[config.mk]
export PLATFORM = sky130hd
export DESIGN_NAME = dual_circular_queue_shared_memory_top
export DESIGN_NICKNAME = d
export VERILOG_FILES = /design/src/hw/rtl/dcq_pkg.sv /design/src/hw/rtl/dcq_ram.sv /design/src/hw/rtl/dcq_front.sv /design/src/hw/rtl/dcq_opq.sv /design/src/hw/rtl/dcq_back.sv /design/src/hw/rtl/dual_circular_queue_shared_memory_top.sv
export SDC_FILE = /design/constraint.sdc
export NUM_CORES = 1
export LEC_CHECK = 0
export ABC_CLOCK_PERIOD_IN_PS = 3200
export BUFFER_PORTS_ARGS = -buffer_cell sky130_fd_sc_hd__buf_2
export CAP_MARGIN = 10
export CORE_ASPECT_RATIO = 0.75
export CORE_UTILIZATION = 35
export DETAILED_ROUTE_END_ITERATION = 10
export PLACE_DENSITY = 0.58
export SETUP_SLACK_MARGIN = 0.5
export SYNTH_ARGS = -nofsm -noshare
export SYNTH_HDL_FRONTEND = slang
export SYNTH_SLANG_ARGS = --single-unit
[constraint.sdc]
create_clock -name clk -period 3.2 [get_ports clk]
set_input_delay 0.48 -clock clk [delete_from_list [all_inputs] [get_ports clk]]
set_output_delay 0.48 -clock clk [all_outputs]
set_load 0.05 [all_outputs]
[src/hw/rtl/dcq_pkg.sv]
// Shared types, constants and codes for the dual circular queue block.
// No dependencies; imported by every module of the block except dcq_ram.
package dcq_pkg;

	localparam int QUEUE_DEPTH = 8;
	localparam int DATA_WIDTH  = 32;

	localparam int STORE_DEPTH = 2 * QUEUE_DEPTH;
	localparam int PTR_W       = (QUEUE_DEPTH > 1) ? $clog2(QUEUE_DEPTH) : 1;
	localparam int CNT_W       = $clog2(QUEUE_DEPTH + 1);
	localparam int ADDR_W      = $clog2(STORE_DEPTH);

	localparam int OPQ_DEPTH   = 2;
	localparam int OPQ_IDX_W   = $clog2(OPQ_DEPTH);
	localparam int OPQ_CNT_W   = $clog2(OPQ_DEPTH + 1);

	localparam logic CMD_PUSH = 1'b0;
	localparam logic CMD_POP  = 1'b1;

	localparam logic QSEL_FIRST  = 1'b0;
	localparam logic QSEL_SECOND = 1'b1;

	localparam logic [1:0] STATUS_DONE  = 2'd0;
	localparam logic [1:0] STATUS_FULL  = 2'd1;
	localparam logic [1:0] STATUS_EMPTY = 2'd2;

	typedef struct packed {
		logic               command;
		logic               queue_select;
		logic signed [31:0] push_value;
	} dcq_in_t;

	typedef struct packed {
		logic signed [31:0] pop_value;
		logic [1:0]         status;
		logic               first_empty;
		logic               first_full;
		logic               second_empty;
		logic               second_full;
	} dcq_out_t;

	typedef struct packed {
		logic first_empty;
		logic first_full;
		logic second_empty;
		logic second_full;
	} dcq_flags_t;

	// Classified operation handed from front to back
	typedef struct packed {
		logic                  wr;
		logic                  rd;
		logic [ADDR_W-1:0]     addr;
		logic [DATA_WIDTH-1:0] wdata;
		logic [1:0]            status;
		dcq_flags_t            flags;
	} dcq_op_t;

endpackage

[src/hw/rtl/dcq_ram.sv]
// Generic single-write, single-read RAM with registered read data.
// No dependencies.
module dcq_ram #(
	parameter int WIDTH = 32,
	parameter int DEPTH = 16
) (
	input  logic                     clk,
	input  logic                     we,
	input  logic [$clog2(DEPTH)-1:0] waddr,
	input  logic [WIDTH-1:0]         wdata,
	input  logic                     re,
	input  logic [$clog2(DEPTH)-1:0] raddr,
	output logic [WIDTH-1:0]         rdata
);

	logic [WIDTH-1:0] mem_q [DEPTH];

	always_ff @(posedge clk) begin
		if (we) begin
			mem_q[waddr] <= wdata;
		end
		if (re) begin
			rdata <= mem_q[raddr];
		end
	end

endmodule

[src/hw/rtl/dcq_front.sv]
// Front end: accepts commands, checks full/empty, owns heads, tails and counts.
// Depends on dcq_pkg.
module dcq_front
	import dcq_pkg::*;
(
	input  logic    clk,
	input  logic    arst_n,
	input  logic    in_valid,
	output logic    in_ready,
	input  dcq_in_t in_item,
	output logic    op_valid,
	input  logic    op_ready,
	output dcq_op_t op
);

	logic [PTR_W-1:0] head_q [2];
	logic [PTR_W-1:0] tail_q [2];
	logic [CNT_W-1:0] count_q [2];

	logic             sel;
	logic             is_push;
	logic             refuse;
	logic             accept;
	logic [CNT_W-1:0] cnt;
	logic [PTR_W-1:0] ptr;
	logic [PTR_W-1:0] ptr_adv;
	logic [CNT_W-1:0] cnt_nxt;
	logic [CNT_W-1:0] first_cnt;
	logic [CNT_W-1:0] second_cnt;

	always_comb begin
		sel     = in_item.queue_select;
		is_push = (in_item.command == CMD_PUSH);
		cnt     = count_q[sel];
		refuse  = is_push ? (cnt == CNT_W'(QUEUE_DEPTH)) : (cnt == '0);
		ptr     = is_push ? tail_q[sel] : head_q[sel];
		ptr_adv = (ptr == PTR_W'(QUEUE_DEPTH - 1)) ? '0 : ptr + PTR_W'(1);
		if (refuse) begin
			cnt_nxt = cnt;
		end else if (is_push) begin
			cnt_nxt = cnt + CNT_W'(1);
		end else begin
			cnt_nxt = cnt - CNT_W'(1);
		end
		first_cnt  = (sel == QSEL_FIRST) ? cnt_nxt : count_q[0];
		second_cnt = (sel == QSEL_SECOND) ? cnt_nxt : count_q[1];

		op.wr    = is_push && !refuse;
		op.rd    = !is_push && !refuse;
		op.addr  = (sel == QSEL_SECOND) ? ADDR_W'(QUEUE_DEPTH) + ADDR_W'(ptr) : ADDR_W'(ptr);
		op.wdata = DATA_WIDTH'(in_item.push_value);
		if (!refuse) begin
			op.status = STATUS_DONE;
		end else if (is_push) begin
			op.status = STATUS_FULL;
		end else begin
			op.status = STATUS_EMPTY;
		end
		op.flags.first_empty  = (first_cnt == '0);
		op.flags.first_full   = (first_cnt == CNT_W'(QUEUE_DEPTH));
		op.flags.second_empty = (second_cnt == '0);
		op.flags.second_full  = (second_cnt == CNT_W'(QUEUE_DEPTH));
	end

	assign in_ready = op_ready;
	assign op_valid = in_valid;
	assign accept   = in_valid && op_ready;

	always_ff @(posedge clk or negedge arst_n) begin
		if (!arst_n) begin
			for (int i = 0; i < 2; i++) begin
				head_q[i]  <= '0;
				tail_q[i]  <= '0;
				count_q[i] <= '0;
			end
		end else if (accept && !refuse) begin
			count_q[sel] <= cnt_nxt;
			if (is_push) begin
				tail_q[sel] <= ptr_adv;
			end else begin
				head_q[sel] <= ptr_adv;
			end
		end
	end

endmodule

[src/hw/rtl/dcq_opq.sv]
// Short operation queue decoupling front end from back end.
// Depends on dcq_pkg.
module dcq_opq
	import dcq_pkg::*;
(
	input  logic    clk,
	input  logic    arst_n,
	input  logic    wr_valid,
	output logic    wr_ready,
	input  dcq_op_t wr_op,
	output logic    rd_valid,
	input  logic    rd_ready,
	output dcq_op_t rd_op
);

	dcq_op_t              slot_q [OPQ_DEPTH];
	logic [OPQ_IDX_W-1:0] wptr_q;
	logic [OPQ_IDX_W-1:0] rptr_q;
	logic [OPQ_CNT_W-1:0] cnt_q;
	logic                 push;
	logic                 pop;

	assign wr_ready = (cnt_q != OPQ_CNT_W'(OPQ_DEPTH));
	assign rd_valid = (cnt_q != '0);
	assign rd_op    = slot_q[rptr_q];
	assign push     = wr_valid && wr_ready;
	assign pop      = rd_valid && rd_ready;

	always_ff @(posedge clk) begin
		if (push) begin
			slot_q[wptr_q] <= wr_op;
		end
	end

	always_ff @(posedge clk or negedge arst_n) begin
		if (!arst_n) begin
			wptr_q <= '0;
			rptr_q <= '0;
			cnt_q  <= '0;
		end else begin
			if (push) begin
				wptr_q <= (wptr_q == OPQ_IDX_W'(OPQ_DEPTH - 1)) ? '0 : wptr_q + OPQ_IDX_W'(1);
			end
			if (pop) begin
				rptr_q <= (rptr_q == OPQ_IDX_W'(OPQ_DEPTH - 1)) ? '0 : rptr_q + OPQ_IDX_W'(1);
			end
			if (push && !pop) begin
				cnt_q <= cnt_q + OPQ_CNT_W'(1);
			end else if (pop && !push) begin
				cnt_q <= cnt_q - OPQ_CNT_W'(1);
			end
		end
	end

endmodule

[src/hw/rtl/dcq_back.sv]
// Back end: performs the shared-memory access and drives the result register.
// Depends on dcq_pkg and dcq_ram.
module dcq_back
	import dcq_pkg::*;
(
	input  logic     clk,
	input  logic     arst_n,
	input  logic     op_valid,
	output logic     op_ready,
	input  dcq_op_t  op,
	output logic     out_valid,
	input  logic     out_ready,
	output dcq_out_t out_item
);

	logic                         valid_s1;
	logic                         rd_s1;
	logic [1:0]                   status_s1;
	dcq_flags_t                   flags_s1;
	logic                         out_valid_q;
	dcq_out_t                     out_q;
	logic                         load_out;
	logic                         issue;
	logic [DATA_WIDTH-1:0]        rdata;
	logic signed [DATA_WIDTH-1:0] rdata_s;

	// RAM read data only moves on issue, so it holds while s1 is stalled
	assign load_out = valid_s1 && (!out_valid_q || out_ready);
	assign issue    = op_valid && (!valid_s1 || load_out);
	assign op_ready = !valid_s1 || load_out;
	assign rdata_s  = rdata;

	dcq_ram #(
		.WIDTH(DATA_WIDTH),
		.DEPTH(STORE_DEPTH)
	) u_store (
		.clk  (clk),
		.we   (issue && op.wr),
		.waddr(op.addr),
		.wdata(op.wdata),
		.re   (issue && op.rd),
		.raddr(op.addr),
		.rdata(rdata)
	);

	always_ff @(posedge clk) begin
		if (issue) begin
			rd_s1     <= op.rd;
			status_s1 <= op.status;
			flags_s1  <= op.flags;
		end
		if (load_out) begin
			out_q.pop_value    <= rd_s1 ? 32'(rdata_s) : '0;
			out_q.status       <= status_s1;
			out_q.first_empty  <= flags_s1.first_empty;
			out_q.first_full   <= flags_s1.first_full;
			out_q.second_empty <= flags_s1.second_empty;
			out_q.second_full  <= flags_s1.second_full;
		end
	end

	always_ff @(posedge clk or negedge arst_n) begin
		if (!arst_n) begin
			valid_s1    <= 1'b0;
			out_valid_q <= 1'b0;
		end else begin
			if (issue) begin
				valid_s1 <= 1'b1;
			end else if (load_out) begin
				valid_s1 <= 1'b0;
			end
			if (load_out) begin
				out_valid_q <= 1'b1;
			end else if (out_ready) begin
				out_valid_q <= 1'b0;
			end
		end
	end

	assign out_valid = out_valid_q;
	assign out_item  = out_q;

endmodule

[src/hw/rtl/dual_circular_queue_shared_memory_top.sv]
// Two circular queues sharing one memory, each owning half of it.
// A result passes through the operation queue, the RAM access stage and the result register.
// Throughput: one command per cycle while out_ready stays high; each command makes at most one RAM access.
// Reset (arst_n low, asynchronous): heads, tails, counts and all valid flags clear;
// the shared memory is not cleared, entries are only read after being written.
// Depends on dcq_pkg, dcq_front, dcq_opq, dcq_back (and dcq_ram through dcq_back).
module dual_circular_queue_shared_memory_top
	import dcq_pkg::*;
(
	input  logic     clk,
	input  logic     arst_n,
	input  logic     in_valid,
	output logic     in_ready,
	input  dcq_in_t  in_item,
	output logic     out_valid,
	input  logic     out_ready,
	output dcq_out_t out_item
);

	// Front to queue transfer
	logic    fq_valid;
	logic    fq_ready;
	dcq_op_t fq_op;

	// Queue to back transfer
	logic    qb_valid;
	logic    qb_ready;
	dcq_op_t qb_op;

	// Front end classifies each command and updates the queue pointers at
	// acceptance, so later commands see the new occupancy straight away.
	dcq_front u_front (
		.clk     (clk),
		.arst_n  (arst_n),
		.in_valid(in_valid),
		.in_ready(in_ready),
		.in_item (in_item),
		.op_valid(fq_valid),
		.op_ready(fq_ready),
		.op      (fq_op)
	);

	// Two-entry queue: memory accesses stay in command order, so a pop
	// always reads after the push that filled its slot.
	dcq_opq u_opq (
		.clk     (clk),
		.arst_n  (arst_n),
		.wr_valid(fq_valid),
		.wr_ready(fq_ready),
		.wr_op   (fq_op),
		.rd_valid(qb_valid),
		.rd_ready(qb_ready),
		.rd_op   (qb_op)
	);

	// Back end: one RAM access stage, then the result register.
	dcq_back u_back (
		.clk      (clk),
		.arst_n   (arst_n),
		.op_valid (qb_valid),
		.op_ready (qb_ready),
		.op       (qb_op),
		.out_valid(out_valid),
		.out_ready(out_ready),
		.out_item (out_item)
	);

`ifndef SYNTHESIS
	// Refused commands never return data
	a_refused_zero: assert property (@(posedge clk) disable iff (!arst_n)
		out_valid && (out_item.status != STATUS_DONE) |-> (out_item.pop_value == '0))
		else $error("refused command returned non-zero data");

	// A queue cannot be empty and full at once
	a_flags_exclusive: assert property (@(posedge clk) disable iff (!arst_n)
		out_valid |-> !(out_item.first_empty && out_item.first_full) &&
			!(out_item.second_empty && out_item.second_full))
		else $error("queue reported both empty and full");

	// A refused push implies some queue is full afterwards
	a_full_consistent: assert property (@(posedge clk) disable iff (!arst_n)
		out_valid && (out_item.status == STATUS_FULL) |->
			(out_item.first_full || out_item.second_full))
		else $error("push refused with no full queue");
`endif

endmodule

Word-level counts from Yosys, hierarchy flattened
Memories as Yosys holds them, arrays and structs flattened. A register that Yosys moved wholly into a read port is not among the register bits.
Index checks and enable logic that the tools add are counted.
{ "op_classes": {"n_bitwise": 2, "magnitude_cmp": 2, "n_reduce_logical": 27, "n_eq_ne": 5, "muxes": 38, "addsub": 8} }
{ "op_table": {"columns": ["operator", "count"], "rows": [
  ["$mux 4", 9],
  ["$mux 3", 9],
  ["$bwmux 6", 2],
  ["$eq 4x4->1 const B", 3],
  ["$logic_not 4->1", 3],
  ["$logic_and 1x1->1", 11],
  ["$mux 1", 11],
  ["$bwmux 8", 1],
  ["$mux 2", 4],
  ["$reduce_bool 2->1", 4],
  ["$logic_not 1->1", 5],
  ["$add 4x1->4 const B", 1],
  ["$add 4x3->4 const A", 1],
  ["$demux 4 s1", 1],
  ["$reduce_and 2->1", 2],
  ["$sub 4x1->4 const B", 1],
  ["$add 3x1->3 const B", 1],
  ["$demux 3 s1", 1],
  ["$eq 3x3->1 const B", 1],
  ["$add 1x1->1 const B", 2],
  ["$add 2x1->2 const B", 1],
  ["$ge 2x2->1 const B", 1],
  ["$logic_or 1x1->1", 2],
  ["$lt 2x1->1 const B", 1],
  ["4 further kinds", 4]
]} }
{ "word_totals": {"wordCells": 107, "regBits": 71, "inputBits": 38, "n_memories": 2, "mem_bits_rw": 600} }
{ "mem_list": {"columns": ["memory", "words", "word_bits", "read_ports", "rd_clocked_by_memory_dff", "wr", "line", "rtl"], "rows": [
  ["u_back.u_store.mem_q", 16, 32, 1, 1, 1, "dcq_ram.sv:16", "logic [WIDTH-1:0] mem_q [DEPTH];"],
  ["u_opq.slot_q", 2, 44, 1, 0, 1, "dcq_opq.sv:16", "dcq_op_t slot_q [OPQ_DEPTH];"]
]} }

Logic depth before layout (Yosys ltp)
Gate-level depths: netlist of the first run.
{ "depth": {"word_depth": 9, "mapped_depth": 12, "mapped_depth_nobuf": 9} }

Hierarchy
From an unflattened synthesis of the first run, not the netlist that was laid out.
{ "hier_totals": {"hier_cells": 1244, "hier_area_um2": 27034.7} }
{ "by_module_without_submodules": {"columns": ["mod", "area_per_inst_um2", "n_inst", "cells_per_inst"], "rows": [
  ["dcq_ram", 20155.6, 1, 838],
  ["dcq_opq", 3569.7, 1, 155],
  ["dcq_back", 1720.4, 1, 90],
  ["dcq_front", 1589.0, 1, 161]
]} }

Worst setup path before layout of the first run
Ideal clock, no wire load.
{ "synth_path": {"kind": "register to register", "startpoint": "register u_opq.cnt_q[1]", "endpoint": "memory u_opq.slot_q[0][0] in the netlist's numbering (enable)", "path_stages_with_launch": 5, "arrival_ns": 3.011, "required_ns": 2.754, "path_buffers": 0, "setup_slack_ns": -0.257, "setup_time_ns": 0.446, "cell_sequence": "dfrtp_1 > nor2b_1 > inv_1 > nand2_1 > nor2_1"} }
{ "synth_via": {"elab_chain_cells": 4} }
{ "synth_rtl": {"columns": ["item", "line", "rtl"], "rows": [
  ["start, declared", "dcq_opq.sv:19", "logic [OPQ_CNT_W-1:0] cnt_q;"],
  ["start signal, assigned", "dcq_opq.sv:48", "cnt_q <= cnt_q + OPQ_CNT_W'(1);"],
  ["start signal, assigned", "dcq_opq.sv:50", "cnt_q <= cnt_q - OPQ_CNT_W'(1);"],
  ["$ne 2x2->1", "dcq_opq.sv:23", "assign wr_ready = (cnt_q != OPQ_CNT_W'(OPQ_DEPTH));"],
  ["via in_ready", "dual_circular_queue_shared_memory_top.sv:13", "output logic in_ready,"],
  ["$logic_and 1x1->1", "dcq_opq.sv:26", "assign push = wr_valid && wr_ready;"],
  ["$mux 1", "dcq_opq.sv:30", "if (push) begin"],
  ["$mux 1 (implied by the code)", "dcq_opq.sv:31", "slot_q[wptr_q] <= wr_op;"],
  ["end, declared", "dcq_opq.sv:16", null]
]} }
The timed path passes the listed nets, and every way through them passes these cells.

Worst setup path in the final report of the first run
{ "layout_path": {"startpoint": "register u_opq.rptr_q", "endpoint": "register u_back.u_store.rdata[16] (read register of u_back.u_store.mem_q) (data pin)"} }
{ "layout_via": {"elab_chain_cells": 2} }
{ "layout_rtl": {"columns": ["item", "line", "rtl"], "rows": [
  ["start, declared", "dcq_opq.sv:18", "logic [OPQ_IDX_W-1:0] rptr_q;"],
  ["start signal, assigned", "dcq_opq.sv:45", "rptr_q <= (rptr_q == OPQ_IDX_W'(OPQ_DEPTH - 1)) ? '0 : rptr_q + OPQ_IDX_W'(1);"],
  ["$mem_v2 2x44 *", null, null],
  ["$logic_and 1x1->1", "dcq_back.sv:41", ".re (issue && op.rd),"],
  ["end, declared", "dcq_ram.sv:13", "output logic [WIDTH-1:0] rdata"]
]} }
Mark *: on every way between the ends. The rest lies on a longest branch, timed or not.
A chain may end at the register's enable or synchronous reset.

==> metrics.txt, run 1 <==
FF/Latch Area=21,000 um^2; die width=320 um; gpl congestion=0.782; Yosys reg bits=703; # diodes=0; Layout Utilization=41.3%; Layout Nets=1,421; CP max FO=28; share of cells above drive strength 1=31.4%; Final Max Tran Viols=0; critical path class=reg -> reg; largest net degree at the start of global routing=59; antenna-violating nets left=0; CTS sink count=703; detailed placement HPWL=32.5 mm; Num CTS Buffers=70; Worst Tran Pin Value=1.03 ns; most frequent cells in the layout=677 x edfxtp_1, 131 x mux4_2, 77 x buf_2; die area=77,200 um^2; multi-input combinational cell area=5500 um^2; Vias=12,300; met1 usage=21.5%; Critical Path AT=2.87 ns; GRT Util Overall=15.0%; Post-Layout Cell Count=2,451; global route total overflow=0; delay of the slowest cell on the worst path=0.53 ns; final hold viol count=0; Max Cap Viol=0; pwr dens=967 nW/um^2; slew margin rel.=31.5%; post-route minimum period=2.52 ns; fillers=6,517; CTS root buf=clkbuf_16; synth unique cells=43; M3 GR Usage=3.05%; Syn. warnings=0; met2 usage=23.3%; IO Port Bufs=77; RSZ-0062 raised after global routing=no; DRC violations left=0; slowest CP cell=mux2_8; Synth async-reset ratio=3.70%; WL final=56.7 mm; CTS max path bufs=3; commonest non-fill, non-tap cell in the layout=edfxtp_1; Syn-to-layout area delta=16.8%; I/O Pins=78; Std-Cell Rows=87; sequential cell area fraction in the yosys report=78.8%; period utilization=78.8%; CP top delay family=multiplexers; core footprint=75,200 um^2; drt pass-1 iters=5; CTS clk-pin slew, worst paths=0.06 ns; VDD IR max=0.615 mV; WP data required=3.55 ns; clk_lat worst skew=0.61 ns; startpoint type of the worst setup path=flip-flop; Syn Area/Cell=21.7 um^2; final setup vio count=0; CP Capture Type=flip-flop; first-pass GRT wire length=84.1 mm; H-tree levels=3; TNS Setup=0 ns; FMAX=397 MHz; Net Count, Synth=1,273; initial antenna violation count=1; placed insts=2,326; initial core utilization=35.4%; gr busiest metal=met2; Worst Skew=0.0147 ns; Die Ht=241 um; per-cell routed wire length=23.1 um; vias per inst=5.02; top_reg_cell synth=edfxtp_1; worst hold-check path type=in -> reg; CP Cell Sequence=mux2_8 > buf_4 > mux4_2 > a22oi_1 > nand2_1; Synth Instances=1,229; Pleak=0.0101 uW; CTS tree=yes; vias in the first global route=12,800; WP buf/inv=1; DRT iter0 DRCs=1,037; status=finished clean; Mapped Area=26,600 um^2; number of synthesized flops with an enable pin=677
-- layout make-up --
type | instances | share of cell area [%]
clock buffer | 94 | 6.30
clock inverter | 29 | 1.01
inverter | 9 | 0.109
multi-input combinational | 460 | 17.7
sequential | 703 | 67.5
tap | 1023 | 4.12
timing repair buffer | 133 | 3.29
-- per-layer routing --
layer,up-vias,routed length [um]
met2,348,26400
li1,5365,-
met3,87,3060
met4,0,1090
met5,-,0
met1,6501,26100
-- where the power goes --
group | switching [uW] | leakage [uW] | internal, uW | total [uW]
logic | 5470 | 0.00249 | 3270 | 8750
clock network | 3340 | 0.00110 | 4790 | 8140
registers | 502 | 0.00649 | 12700 | 13200
-- cell families after synthesis --
logic type,Yosys count,synth area share [%]
flops,703,78.8
xor+xnor,13,0.428
mux,200,14.0
fa+ha+maj,6,0.310
compound gates,90,2.51
simple gates,151,2.72
buf+inv,66,1.24
-- state kept, by name, summed over array words and instances (netlist names), 4 cells and up --
register	cells
u_back.out_item	38
u_front.tail_q	6
u_front.head_q	6
u_front.count_q	8
u_back.u_store.rdata	32
u_opq.slot_q	88
u_back.u_store.mem_q	512
u_back.flags_s1	4
-- final timing paths --
kind,end,slack [ns],startpoint,cells past startpoint
worst max-delay path,u_back.u_store.rdata[16],0.68,u_opq.rptr_q,5
worst min-delay path,u_opq.slot_q[0][35],0.06,in_item[29],1
worst max register to register,u_back.u_store.rdata[16],0.68,u_opq.rptr_q,5
worst min register to register,u_back.out_item[4],0.42,u_back.status_s1[0],0
max in group asynchronous,u_opq.rptr_q,2.33,arst_n,2
min in group asynchronous,u_front.tail_q[3],0.43,arst_n,2
-- metrics by stage --
step                      instance area [um^2]  hold slack, ns  setup slack, ns  power (uW)
after floorplan                          26700           0.184          -0.0191       19300
after global placement                   28800           0.413            0.472       22100
after detailed placement                 28800           0.405            0.470       22300
after CTS                                31000          0.0161            0.522       30500
after global routing                     31100          0.0259            0.505       31500
final                                    31100          0.0581            0.678       30100
-- repair_timing --
action / CTS / global route
endpoints found under the setup margin: 0 / 155
buffers inserted: 0 / 1
hold buffers: 1 / 0
hold endpoints to repair: 26 / 0
gates resized for setup: 0 / 9
-- cell usage after synthesis (2+ instances only) --
library cell,n,area (um^2)
edfxtp_1,677,20300
mux4_2,131,2950
a22oi_1,64,480
mux2_2,57,642
nand2_1,50,188
nor2_1,37,139
and2_1,36,225
clkbuf_1,29,109
dfrtp_1,26,651
mux2i_1,11,110
buf_2,9,45.0
inv_1,9,33.8
xor2_1,9,78.8
buf_1,8,30.0
buf_6,8,90.1
o21ai_0,7,35.0
a21oi_1,5,25.0
ha_1,5,62.6
nor3_1,5,25.0
nand4_1,4,25.0
o22ai_1,4,25.0
xnor2_1,4,35.0
buf_4,3,22.5
nand2b_1,3,18.8
nand3_1,3,15.0
nor2b_1,3,18.8
o211ai_1,3,22.5
and3_1,2,12.5
nor3b_1,2,15.0
or2_2,2,12.5
(Power assumes the default switching activity.)
==> run 2: changes to the inputs <==
--- a/config.mk
+++ b/config.mk
@@ -5,13 +5,14 @@
 export SDC_FILE = /design/constraint.sdc
 export NUM_CORES = 1
 export LEC_CHECK = 0
-export ABC_CLOCK_PERIOD_IN_PS = 3200
+export ABC_AREA = 1
+export ABC_CLOCK_PERIOD_IN_PS = 2500
 export BUFFER_PORTS_ARGS = -buffer_cell sky130_fd_sc_hd__buf_2
 export CAP_MARGIN = 10
 export CORE_ASPECT_RATIO = 0.75
 export CORE_UTILIZATION = 35
 export DETAILED_ROUTE_END_ITERATION = 10
-export PLACE_DENSITY = 0.58
+export PLACE_DENSITY = 0.56
 export SETUP_SLACK_MARGIN = 0.5
 export SYNTH_ARGS = -nofsm -noshare
 export SYNTH_HDL_FRONTEND = slang
==> constraint.sdc (replaced) <==
create_clock -name clk -period 2.5 [get_ports clk]
set_input_delay 0.375 -clock clk [delete_from_list [all_inputs] [get_ports clk]]
set_output_delay 0.375 -clock clk [all_outputs]
set_load 0.05 [all_outputs]
==> metrics.txt, run 2 <==
Yosys reg bits=703 (unchanged); H-tree levels=3 (unchanged); Max Cap Viol=0 (unchanged); CTS root buf=clkbuf_16; met1 usage=24.5% (+3.0 points); status=finished clean; CTS clk-pin slew, worst paths=0.06 ns (about the same); detailed placement HPWL=37.5 mm (+15%); CTS tree=yes; placed insts=3,237 (+39%); WL final=73.3 mm (+29%); I/O Pins=78 (unchanged); count leader, synth=nand2_1; IO Port Bufs=77 (unchanged); DRT iter0 DRCs=1,603 (+55%); Syn. warnings=0 (unchanged); Biggest register=u_back.u_store.mem_q; largest net degree at the start of global routing=39 (-34%); Post-Layout Cell Count=3,486 (+42%); FF/Latch Area=21,000 um^2 (about the same); antenna-violating nets left=0 (unchanged); fillers=6,788 (+4.2%); slew margin rel.=56.1% (+25 points); number of synthesized flops with an enable pin=677 (unchanged); Synth Instances=2,137 (+74%); startpoint type of the worst setup path=flip-flop; initial core utilization=35.3% (-0.043 points); Critical Path AT=2.45 ns (-0.42 ns); final hold viol count=0 (unchanged); core footprint=76,700 um^2 (+2.0%); Num CTS Buffers=70 (unchanged); worst hold-check path type=in -> reg; Vias=17,000 (+38%); WHS=0.0412 ns (-0.0170 ns); Synth async-reset ratio=3.70% (unchanged); vias in the first global route=16,600 (+29%); GRT Util Overall=17.5% (+2.5 points); share of cells above drive strength 1=17.0% (-14 points); CP Capture Type=flip-flop; TNS Setup=0 ns (unchanged); drt pass-1 iters=5 (unchanged); Post-synth top cells=964 x nand2_1, 677 x edfxtp_1, 130 x nand4_1, 123 x inv_1, 51 x buf_2; synth unique cells=33 (-23%); top_reg_cell synth=edfxtp_1; post-synth top area share=75.0% (-1.4 points); M3 GR Usage=2.93% (-0.12 points); commonest non-fill, non-tap cell in the layout=nand2_1; RSZ-0062 raised after global routing=yes; clk_lat worst skew=0.60 ns (about the same); CTS max path bufs=3 (unchanged); critical path class=reg -> reg; WP data required=2.81 ns (-0.74 ns); CP max FO=6 (-79%); gr busiest metal=met2; Pleak=0.0127 uW (+26%); die area=78,600 um^2 (+1.9%); Net Count, Synth=2,181 (+71%); period utilization=85.6% (+6.8 points); total power=43,500 uW (+45%); Yosys top cell by area=edfxtp_1; most frequent cells in the layout=949 x nand2_1, 677 x edfxtp_1, 130 x nand4_1; CTS sink count=703 (unchanged); max reg flops=512 (unchanged); post-route minimum period=2.14 ns (-0.381 ns); per-cell routed wire length=21.0 um (-9.1%); die width=323 um (+0.94%); Std-Cell Rows=88 (+1.1%); final setup vio count=0 (unchanged); Mapped Area=27,100 um^2 (+1.9%); FMAX=467 MHz (+18%); Worst Skew=0.0115 ns (-0.00315 ns); synth top area cells=edfxtp_1 75%, nand2_1 13%, nand4_1 3.0%; Worst Tran Pin Value=0.656 ns (-0.369 ns); first-pass GRT wire length=102 mm (+21%); Syn Area/Cell=12.7 um^2 (-41%); Final Max Tran Viols=0 (unchanged); DRC violations left=0 (unchanged); Die Ht=243 um (+0.94%); vias per inst=4.88 (-2.7%); gpl congestion=0.787 (+0.65%); global route total overflow=0 (unchanged); Layout Nets=2,444 (+72%); initial antenna violation count=0 (-1); # diodes=0 (unchanged); VDD IR max=0.713 mV (+16%); flop2flop setup slack=0.36 ns (-0.32 ns); met2 usage=28.0% (+4.6 points); pwr dens=1280 nW/um^2 (+32%); Syn-to-layout area delta=25.6%; sequential cell area fraction in the yosys report=77.4% (-1.5 points); multi-input combinational cell area=5510 um^2 (+0.14%)
## run 2: cell types whose count changed in the layout (fill, tap and decap cells not counted), sizes merged, moves of 24 or more
cell and delta:
buf +88, nand2 +920, dlygate4sd3 +31, o21ai +24, and2 -36, nand4 +126, mux2 -58, inv +120
mux4 -131, a22oi -64
## run 2: final timing paths
path / to / cells past startpoint / from
min in group asynchronous: u_back.valid_s1 / 2 / arst_n
hold reg to reg: u_back.out_item[2] / 0 / u_back.flags_s1[2]
max in group asynchronous: u_opq.rptr_q / 2 / arst_n
setup reg to reg: u_back.u_store.mem_q[3][24] / 11 / u_opq.rptr_q
setup / recovery: u_back.u_store.mem_q[3][24] / 11 / u_opq.rptr_q
hold / removal: u_opq.slot_q[1][26] / 1 / in_item[20]
## run 2: layer usage
layer / vias up / part of all wire [%]
met5: - / 0
met4: 0 / 2.1
met1: 8462 / 44
met3: 108 / 7.9
met2: 606 / 46
li1: 7853 / -
## run 2: critical path, cell delays in order, from the launching register on
cell        delay [ns]
dfrtp_2           0.42
inv_4             0.06
or2_4             0.25
o21ai_4           0.07
inv_2             0.08
buf_6             0.12
nor2_4            0.12
clkinvlp_4        0.15
buf_6             0.16
nor2_4            0.11
buf_12            0.14
clkbuf_16         0.16
## run 2: logic make-up after synthesis
family	share of synthesized area, %
AOI/OAI and AO/OA	0.840
DFF	77.4
adders and majority gates	0.304
buffers and inverters	3.71
and+or+nand+nor	17.7
xor gates and xnor gates	0.129
## run 2: layout make-up
cell class | instances | area share (%)
clock inverters | 30 | 0.804
clock buffers | 93 | 5.58
repair inverters | 1 | 0.0184
inverters | 134 | 1.63
flip-flops and latches | 703 | 61.6
repair buffers | 277 | 10.4
well taps | 1035 | 3.80
multi-input cells | 1213 | 16.2
## run 2: timing repair
item,CTS,global route
endpoints found under the hold margin,88,0
hold buffers,32,0
resized for setup,50,77
setup endpoints to repair,548,458
buffers inserted,24,26
pin swaps,9,29
cloned,13,31
## run 2: stage by stage
stage          area (um^2)  setup slack [ns]  utilization, %
4_1_cts              32800             0.444            42.8
3_3_place_gp         29500             0.179            38.4
5_1_grt              34100             0.316            44.4
6_report             34100             0.359            44.4
3_5_place_dp         29500             0.162            38.4
2_1_floorplan        27300             0.168               -
## run 2: power by group
part	leakage, uW	total (uW)	switching, uW	internal (uW)
registers	0.00652	17200	567	16700
logic	0.00512	16100	10900	5200
clock network	0.00104	10200	4330	5860
==> run 3: changes to the inputs <==
--- a/config.mk
+++ b/config.mk
@@ -12,6 +12,7 @@
 export CORE_ASPECT_RATIO = 0.75
 export CORE_UTILIZATION = 35
 export DETAILED_ROUTE_END_ITERATION = 10
+export HOLD_SLACK_MARGIN = 0.06
 export PLACE_DENSITY = 0.56
 export SETUP_SLACK_MARGIN = 0.5
 export SYNTH_ARGS = -nofsm -noshare
==> metrics.txt, run 3 (same netlist as run 2, synthesis figures left out) <==
final setup margin=0.358 ns (-0.000618 ns); commonest non-fill, non-tap cell in the layout=nand2_1; critical path class=reg -> reg; Pleak=0.0127 uW (about the same); initial core utilization=35.3% (unchanged); Num CTS Buffers=70 (unchanged); I/O Pins=78 (unchanged); Sw Share=36.3% (about the same); TNS Setup=0 ns (unchanged); clk_lat worst skew=0.60 ns (about the same); cell internal pwr=27,700 uW (about the same); drt pass-1 iters=5 (unchanged); max reg flops=512 (unchanged); Die Ht=243 um (unchanged); Std-Cell Rows=88 (unchanged); Syn-to-layout area delta=25.7% (about the same); core footprint=76,700 um^2 (unchanged); largest net degree at the start of global routing=39 (unchanged); CTS tree=yes; GRT Util Overall=17.5% (about the same); hold endpoint=u_front.head_q[0]; M1 WL=32.5 mm (+1.4%); global route total overflow=0 (unchanged); DRT iter0 DRCs=1,570 (-2.1%); CTS root buf=clkbuf_16; met3 WL=5.42 mm (-5.9%); period utilization=85.7% (about the same); WP data required=2.81 ns (about the same); CTS max path bufs=3 (unchanged); detailed placement HPWL=37.5 mm (unchanged); most frequent cells in the layout=949 x nand2_1, 677 x edfxtp_1, 130 x nand4_1; die width=323 um (unchanged); R2R cell count=11 (unchanged); Worst Tran Pin Value=0.638 ns (-0.0184 ns); share of cells above drive strength 1=17.0% (about the same); vias in the first global route=16,600 (+0.079%); CP Capture Type=flip-flop; final setup vio count=0 (unchanged); per-cell routed wire length=21.0 um (about the same); reg-to-reg endpoint=u_back.u_store.mem_q[1][19]; placed insts=3,237 (unchanged); startpoint type of the worst setup path=flip-flop; CP Cell Sequence=inv_4 > or2_4 > o21ai_4 > inv_2 > buf_6 > nor2_4 > clkinvlp_4 > buf_6 > nor2_4 > buf_4 > buf_12; Hold Path Origin=in_item[33]; Post-Layout Cell Count=3,488 (+0.057%); pre-CTS setup slack=0.162 ns (unchanged); Layout Nets=2,446 (+0.082%); power share of the combinational group=37.0% (about the same); H-tree levels=3 (unchanged); delay of the slowest cell on the worst path=0.42 ns (about the same); worst reg2reg startpoint=u_opq.rptr_q; CTS clk-pin slew, worst paths=0.06 ns (about the same); Worst Skew=0.0150 ns (+0.00346 ns); post-route minimum period=2.14 ns (+0.000618 ns); Vias=17,000 (-0.21%); hold path depth=3 (+2); switching pwr=15,800 uW (about the same); DRC violations left=0 (unchanged); WL final=73.4 mm (+0.15%); Top Metal Used=met4; die area=78,600 um^2 (unchanged); FMAX=467 MHz (about the same); VDD IR max=0.713 mV (about the same); Clock power frac=23.4% (about the same); worst hold-check path type=in -> reg; vias per inst=4.87 (-0.27%); crit path launch=u_opq.rptr_q; sequential power share=39.6% (about the same); RSZ-0062 raised after global routing=yes; pwr dens=1280 nW/um^2 (about the same); antenna-violating nets left=0 (unchanged); Max Cap Viol=0 (unchanged); Final Max Tran Viols=0 (unchanged); Critical Path AT=2.45 ns (about the same); CTS sink count=703 (unchanged); final hold viol count=0 (unchanged); flop2flop setup slack=0.36 ns (about the same); CP max FO=11 (+5); met2 WL=34.0 mm (about the same); first-pass GRT wire length=102 mm (about the same); initial antenna violation count=0 (unchanged); gpl congestion=0.787 (unchanged); # diodes=0 (unchanged); status=finished clean; Biggest register=u_back.u_store.mem_q; slowest CP cell=dfrtp_2; IO Port Bufs=77 (unchanged); slew margin rel.=57.4% (+1.2 points)
## run 3: power by group through the flow
| stage | sequential (uW) | combinational (uW) | clock (uW) |
|---|---|---|---|
| after floorplan | 18300 | 7480 | 0 |
| after global placement | 17400 | 13000 | 0 |
| after detailed placement | 17500 | 13200 | 0 |
| after CTS | 17200 | 14700 | 10400 |
| after global routing | 17400 | 17400 | 10800 |
| final | 17200 | 16100 | 10200 |
## run 3: metrics by stage
step / utilization (%) / hold slack, ns / power, uW / cell area [um^2]
2_1_floorplan: - / 0.0794 / 25800 / 27300
6_report: 44.4 / 0.234 / 43500 / 34100
3_3_place_gp: 38.4 / 0.405 / 30500 / 29500
5_1_grt: 44.4 / 0.231 / 45600 / 34100
3_5_place_dp: 38.4 / 0.407 / 30700 / 29500
4_1_cts: 42.8 / 0.178 / 42300 / 32800
## run 3: repair_timing
action | 4_1_cts | 5_1_grt
hold endpoints to repair | 91 | 0
pin swaps | 9 | 29
gates resized for setup | 50 | 78
hold buffers | 34 | 0
endpoints found under the setup margin | 548 | 458
cloned | 13 | 31
buffers inserted | 24 | 26
## run 3: worst max-delay path by stage
stage | end | slack (ns) | cells after the start
after floorplan | u_back.u_store.mem_q[0][0] | 0.17 | 9
after global placement | u_back.u_store.mem_q[7][20] | 0.18 | 6
after detailed placement | u_back.u_store.mem_q[7][20] | 0.16 | 6
after CTS | u_back.u_store.mem_q[0][31] | 0.44 | 9
after global routing | u_back.u_store.mem_q[3][24] | 0.32 | 11
final | u_back.u_store.mem_q[1][19] | 0.36 | 11
## run 3: final cells by class
type	count	area (um^2)
Fill cell	6787	42600
Sequential cell	703	21000
Multi-Input combinational cell	1213	5510
Timing Repair Buffer	279	3580
Clock buffer	93	1900
Tap cell	1035	1290
Inverter	134	556
Clock inverter	30	274
Timing Repair inverter	1	6.26
## run 3: routing by layer
layer / vias to the layer above / global-route usage (%)
met5: - / 0
met2: 606 / 28.0
met3: 104 / 2.93
li1: 7854 / -
met4: 0 / 5.13
met1: 8429 / 24.5
## run 3: critical path, delay by kind of cell (launching register included)
| kind | cells | cell delay (ns) |
|---|---|---|
| compound gates | 1 | 0.07 |
| simple gates | 3 | 0.46 |
| buf+inv | 7 | 0.88 |
| flops | 1 | 0.42 |
